===== src/rtl/core/segx_pkg.sv =====
// Package for the segment intersection core: widths, word types.
package segx_pkg;

   localparam int COORD_BITS_DEF = 24;
   localparam int FRAC_BITS_DEF  = 12;
   localparam int T_FRAC         = 24;

   typedef struct packed {
      logic signed [COORD_BITS_DEF-1:0] a_start_x;
      logic signed [COORD_BITS_DEF-1:0] a_start_y;
      logic signed [COORD_BITS_DEF-1:0] a_end_x;
      logic signed [COORD_BITS_DEF-1:0] a_end_y;
      logic signed [COORD_BITS_DEF-1:0] b_start_x;
      logic signed [COORD_BITS_DEF-1:0] b_start_y;
      logic signed [COORD_BITS_DEF-1:0] b_end_x;
      logic signed [COORD_BITS_DEF-1:0] b_end_y;
   } req_type;

   typedef struct packed {
      logic                             hit;
      logic signed [COORD_BITS_DEF-1:0] cross_x;
      logic signed [COORD_BITS_DEF-1:0] cross_y;
   } rsp_type;

endpackage


===== src/rtl/core/segx_div_stage.sv =====
// One restoring division step of the pipelined t quotient.
module segx_div_stage import segx_pkg::*; #(
   parameter int DW = 52
) (
   input  logic [DW-1:0] rem_i,
   input  logic [DW-1:0] den_i,
   input  logic [T_FRAC:0] q_i,
   output logic [DW-1:0] rem_o,
   output logic [T_FRAC:0] q_o
);
   logic [DW:0] sh;
   always_comb begin
      sh = {rem_i, 1'b0};
      if (sh >= {1'b0, den_i}) begin
         rem_o = DW'(sh - {1'b0, den_i});
         q_o   = {q_i[T_FRAC-1:0], 1'b1};
      end else begin
         rem_o = sh[DW-1:0];
         q_o   = {q_i[T_FRAC-1:0], 1'b0};
      end
   end
endmodule

===== config.mk =====
export PLATFORM = sky130hd
export DESIGN_NAME = segx_div_stage
export DESIGN_NICKNAME = d
export VERILOG_FILES = /design/src/rtl/core/segx_pkg.sv /design/src/rtl/core/segx_div_stage.sv
export SDC_FILE = /design/constraint.sdc
export NUM_CORES = 1
export LEC_CHECK = 0
export BUFFER_PORTS_ARGS = -buffer_cell sky130_fd_sc_hd__buf_2
export CAP_MARGIN = 0
export CORE_MARGIN = 2
export CORE_UTILIZATION = 30
export DETAILED_ROUTE_END_ITERATION = 12
export GPL_ROUTABILITY_DRIVEN = 0
export PLACE_DENSITY = 0.57
export SLEW_MARGIN = 20
export SYNTH_ARGS = -nofsm -noshare
export SYNTH_HDL_FRONTEND = slang
export SYNTH_SLANG_ARGS = --single-unit

===== constraint.sdc =====
create_clock -name vclk -period 4.6
set_clock_uncertainty 0.2 [all_clocks]
set_input_delay 0.69 -clock vclk [all_inputs]
set_output_delay 0.69 -clock vclk [all_outputs]
set_load 0.05 [all_outputs]

Word level (Yosys, flattened, before mapping)
Cells that the tools add are included.
{"block": "totals", "ff_bits": 0, "in_bits": 129, "out_inout_bits": 77, "elab_cells": 4}
{"block": "classes", "add_sub_neg": 1, "magnitude_cmp": 1, "muxes": 2}
{"cell": "53-bit by 52-bit >= comparator with 1-bit output", "count": 1}
{"cell": "52-bit two-way mux", "count": 1}
{"cell": "52-bit subtractor", "count": 1}
{"cell": "1-bit two-way mux", "count": 1}

Logic depth before layout (Yosys ltp)
{"block": "logic_depth", "ltp_word": 2, "depth_mapped": 15, "mapped_depth_nobuf": 12}

Least setup slack after synthesis
Ideal clock, no wire load.
{"block": "synth_path", "path_kind": "input -> output", "start": "in den_i[3]", "end": "out rem_o[31]", "t_arrival_ns": 3.683, "required_ns": 3.710, "setup_slack_ns": 0.027, "cell_stages": 14, "path_buffers": 2, "cell_sequence": "inv_1 > ha_1 > a21o_1 > a21oi_2 > a211oi_1 > o211a_1 > o2111ai_2 > nand3_1 > a31o_2 > a31oi_4 > inv_2 > buf_6 > buf_6 > mux2i_1"}
{"block": "synth_between", "elab_chain_cells": 2, "elab_cells_between_ends": 3, "cone_classes": "add/sub (1); order compare (1); mux (1)"}
{"item": "from (decl)", "line": "segx_div_stage.sv:6", "text": "input logic [DW-1:0] den_i,"}
{"item": "52-bit subtractor / 53-bit by 52-bit >= comparator with 1-bit output (equally long branches)", "line": "segx_div_stage.sv:15, segx_div_stage.sv:14"}
{"item": "52-bit two-way mux *", "line": "segx_div_stage.sv:14", "text": "if (sh >= {1'b0, den_i}) begin"}
{"item": "to (decl)", "line": "segx_div_stage.sv:8", "text": "output logic [DW-1:0] rem_o,"}
Mark *: on every way between the ends. The rest lies on a longest branch, timed or not.

Worst setup path in the final report
{"block": "layout_path", "start": "in rem_i[15]", "end": "out rem_o[19]"}
{"block": "layout_between", "elab_chain_cells": 2, "elab_cells_between_ends": 3, "cone_classes": "add/sub (1); order compare (1); mux (1)"}
{"item": "from (decl)", "line": "segx_div_stage.sv:5", "text": "input logic [DW-1:0] rem_i,"}
{"item": "52-bit subtractor / 53-bit by 52-bit >= comparator with 1-bit output (equally long branches)", "line": "segx_div_stage.sv:15, segx_div_stage.sv:14"}
{"item": "52-bit two-way mux *", "line": "segx_div_stage.sv:14"}
Marks and branches as above.

==> impl_results.md <==
- Outcome: complete, no violations
- MaxCap Viol Count: 0
- Final WL: 13.5 mm
- Synthesized area: 4210 um^2
- Pre-Repair DR Iteration Count: 5
- Hold EP: q_o[13]
- Minimum clock period: 4.47 ns
- Static Leak: between 2 and 3 nW
- Pin count of the biggest net entering global routing: 27
- Slowest-stage cell, CP: ha_1
- Site row count: 43
- Synth-to-Final Area Change: 30.3%
- Post-route antenna net violation count: 0
- Final setup viols: 0
- # DRC: 0
- Layout cell share with drive strength beyond 1: 0.359
- Mapped Cells: 610
- Total track usage: 0.169
- DR WL/cell: 14.1 um
- Fin nets: just under 1,000
- Fin. max-slew vios: 0
- Max Freq: 0.224 GHz
- Hold Buf Count CTS: 0
- Clkbuf count: 0
- Post-synthesis sequential area ratio: 0
- Crit-path max cell delay: ~0.30 ns
- Leading cell type in the layout, fill and taps excluded: buf_2
- Worst-Margin Slew: 0.605 ns
- Register area: 0 um^2
- Critical Path Fanout Max: 26
- CP Data Required Time: 3.71 ns
- TNS Setup: 0 ns
- Hold Crit Class: in2out
- WHS Path Cells: 0
- Number of global-route vias before repair: around 4,600
- CP cell instances: buf_2, ha_1, buf_4, and4_1, nor2b_1, a21oi_1, o211ai_1, o2111ai_2, nand3_2, a31o_2, a31oi_4, inv_2, buf_12, mux2_2, buf_2
- Worst Path Arrival: 3.58 ns
- Core Area: between 10,000 and 15,000 um^2
- RSZ-0062 raised after global routing: yes
- Syn Area/Cell: 6.91 um^2
- Setup crit start kind: input port
- FFs & Latches: 0
- Highest-count cells in the layout ignoring fill and taps: 127 x buf_2, 80 x buf_4, 65 x inv_1
- Post-route clock period utilization: 0.971
- Crit path top cell by count: buf_2
- Yosys warns: 0
- Dpl hpwl: ~12 mm
- Crit end category: primary output
- Peak VDD IR: 121 uV
- Full die area: 15,000 um^2
- GRT overflow: 0
- Netlist cell types: 63
- Kind of critical path: in2out
- Vias/cell: slightly above 5
- Antenna violations before repair: 0
- Detailed Route Iter0 Violations: 245
- Syn_nets: 792
- Top Ports: 206
- Fin. Hold Viols: 0
- PortBufs: 157
- # diodes: 0
- Fin area: around 5500 um^2
- Starting Density: 0.305
- Die height: 123 um
- Die width: 123 um
- Pwr/cell area: 226 nW/um^2
- Max transition margin: 0.593
- DR vias: 4,831
- Worst hold path startpoint: q_i[12]
- Placed Area: 5370 um^2
- First-pass GRT wire length: 21.3 mm
## per-layer routing
metal  track usage  vias to the layer above  share of wire
li1              -                     2517              -
met4        0.0208                        0         0.0091
met3       0.00465                       12          0.047
met5             0                        -              0
met2         0.284                      137           0.43
met1         0.248                     2165           0.51
## cells by family (layout without fill, tap and decap cells)
kind of cell             after synthesis  after routing  share of synthesized area
AO/OA/AOI/OAI                        193            193                      0.301
XOR/XNOR                              45             45                     0.0935
adder cells (fa/ha/maj)               53             53                      0.159
buffers and inverters                109            276                      0.123
multiplexers                          50             50                      0.138
AND/OR/NAND/NOR                      160            160                      0.185
## power breakdown
| group | internal, mW | switching (mW) | leakage (nW) |
|---|---|---|---|
| combinational | 0.469 | 0.772 | 2.81 |
| clock | 0 | 0 | 0 |
| sequential | 0 | 0 | 0 |
| total | 0.469 | 0.772 | 2.81 |
## layout make-up
class / instances / area, um^2
multi-input cells: 501 / 3740
well taps: 180 / 225
fillers: 1529 / 8330
repair buffers: 210 / 1280
inverters: 66 / 248
## cell usage after synthesis (all sizes together), types with 6 or more instances
cell type / instances / area, um^2
a211oi: 7 / 52.6
a21o: 18 / 135
a21oi: 63 / 327
a31oi: 7 / 58.8
and2: 6 / 37.5
and3: 6 / 37.5
buf: 30 / 223
clkbuf: 13 / 48.8
ha: 52 / 651
inv: 66 / 248
mux2: 46 / 541
nand2: 50 / 188
nand3: 9 / 45.0
nand4: 14 / 87.6
nor2: 38 / 143
nor3: 10 / 50.1
o211ai: 6 / 45.0
o21a: 8 / 60.1
o21ai: 36 / 180
o21bai: 12 / 90.1
xnor2: 27 / 236
xor2: 18 / 158
## worst max-delay path: cells and delay by family
| family | cells | cell delay, ns |
|---|---|---|
| AOI/OAI and AO/OA | 5 | 1.07 |
| adders and majority gates | 1 | 0.30 |
| buffers and inverters | 5 | 0.72 |
| muxes | 1 | 0.28 |
| and+or+nand+nor | 3 | 0.50 |
## worst max path at each step
stage,from,to,slack (ns),depth (start not counted)
detailed placement,rem_i[2],rem_o[47],0.03,15
finish,rem_i[15],rem_o[19],0.13,15
global route,den_i[16],rem_o[50],-0.002,16
floorplan,den_i[3],rem_o[31],0.03,14
global placement,rem_i[2],rem_o[50],0.04,15
CTS,rem_i[2],rem_o[47],0.02,15
## per-stage QoR
step	hold slack [ns]	instances	util	power, mW	setup slack (ns)
4_1_cts	1.18	956	0.388	1.20	0.0210
3_3_place_gp	1.18	956	0.388	1.19	0.0421
3_5_place_dp	1.18	956	0.388	1.19	0.0298
6_report	1.18	957	0.397	1.24	0.133
5_1_grt	1.18	957	0.397	1.33	-0.00246
2_1_floorplan	1.35	610	-	0.936	0.0273
## repair_timing
| item | in CTS | in global routing |
|---|---|---|
| buffers inserted | 0 | 1 |
| endpoints found under the setup margin | 0 | 49 |
| gates resized for setup | 0 | 66 |
No activity file was read; power rests on OpenSTA's default activity.
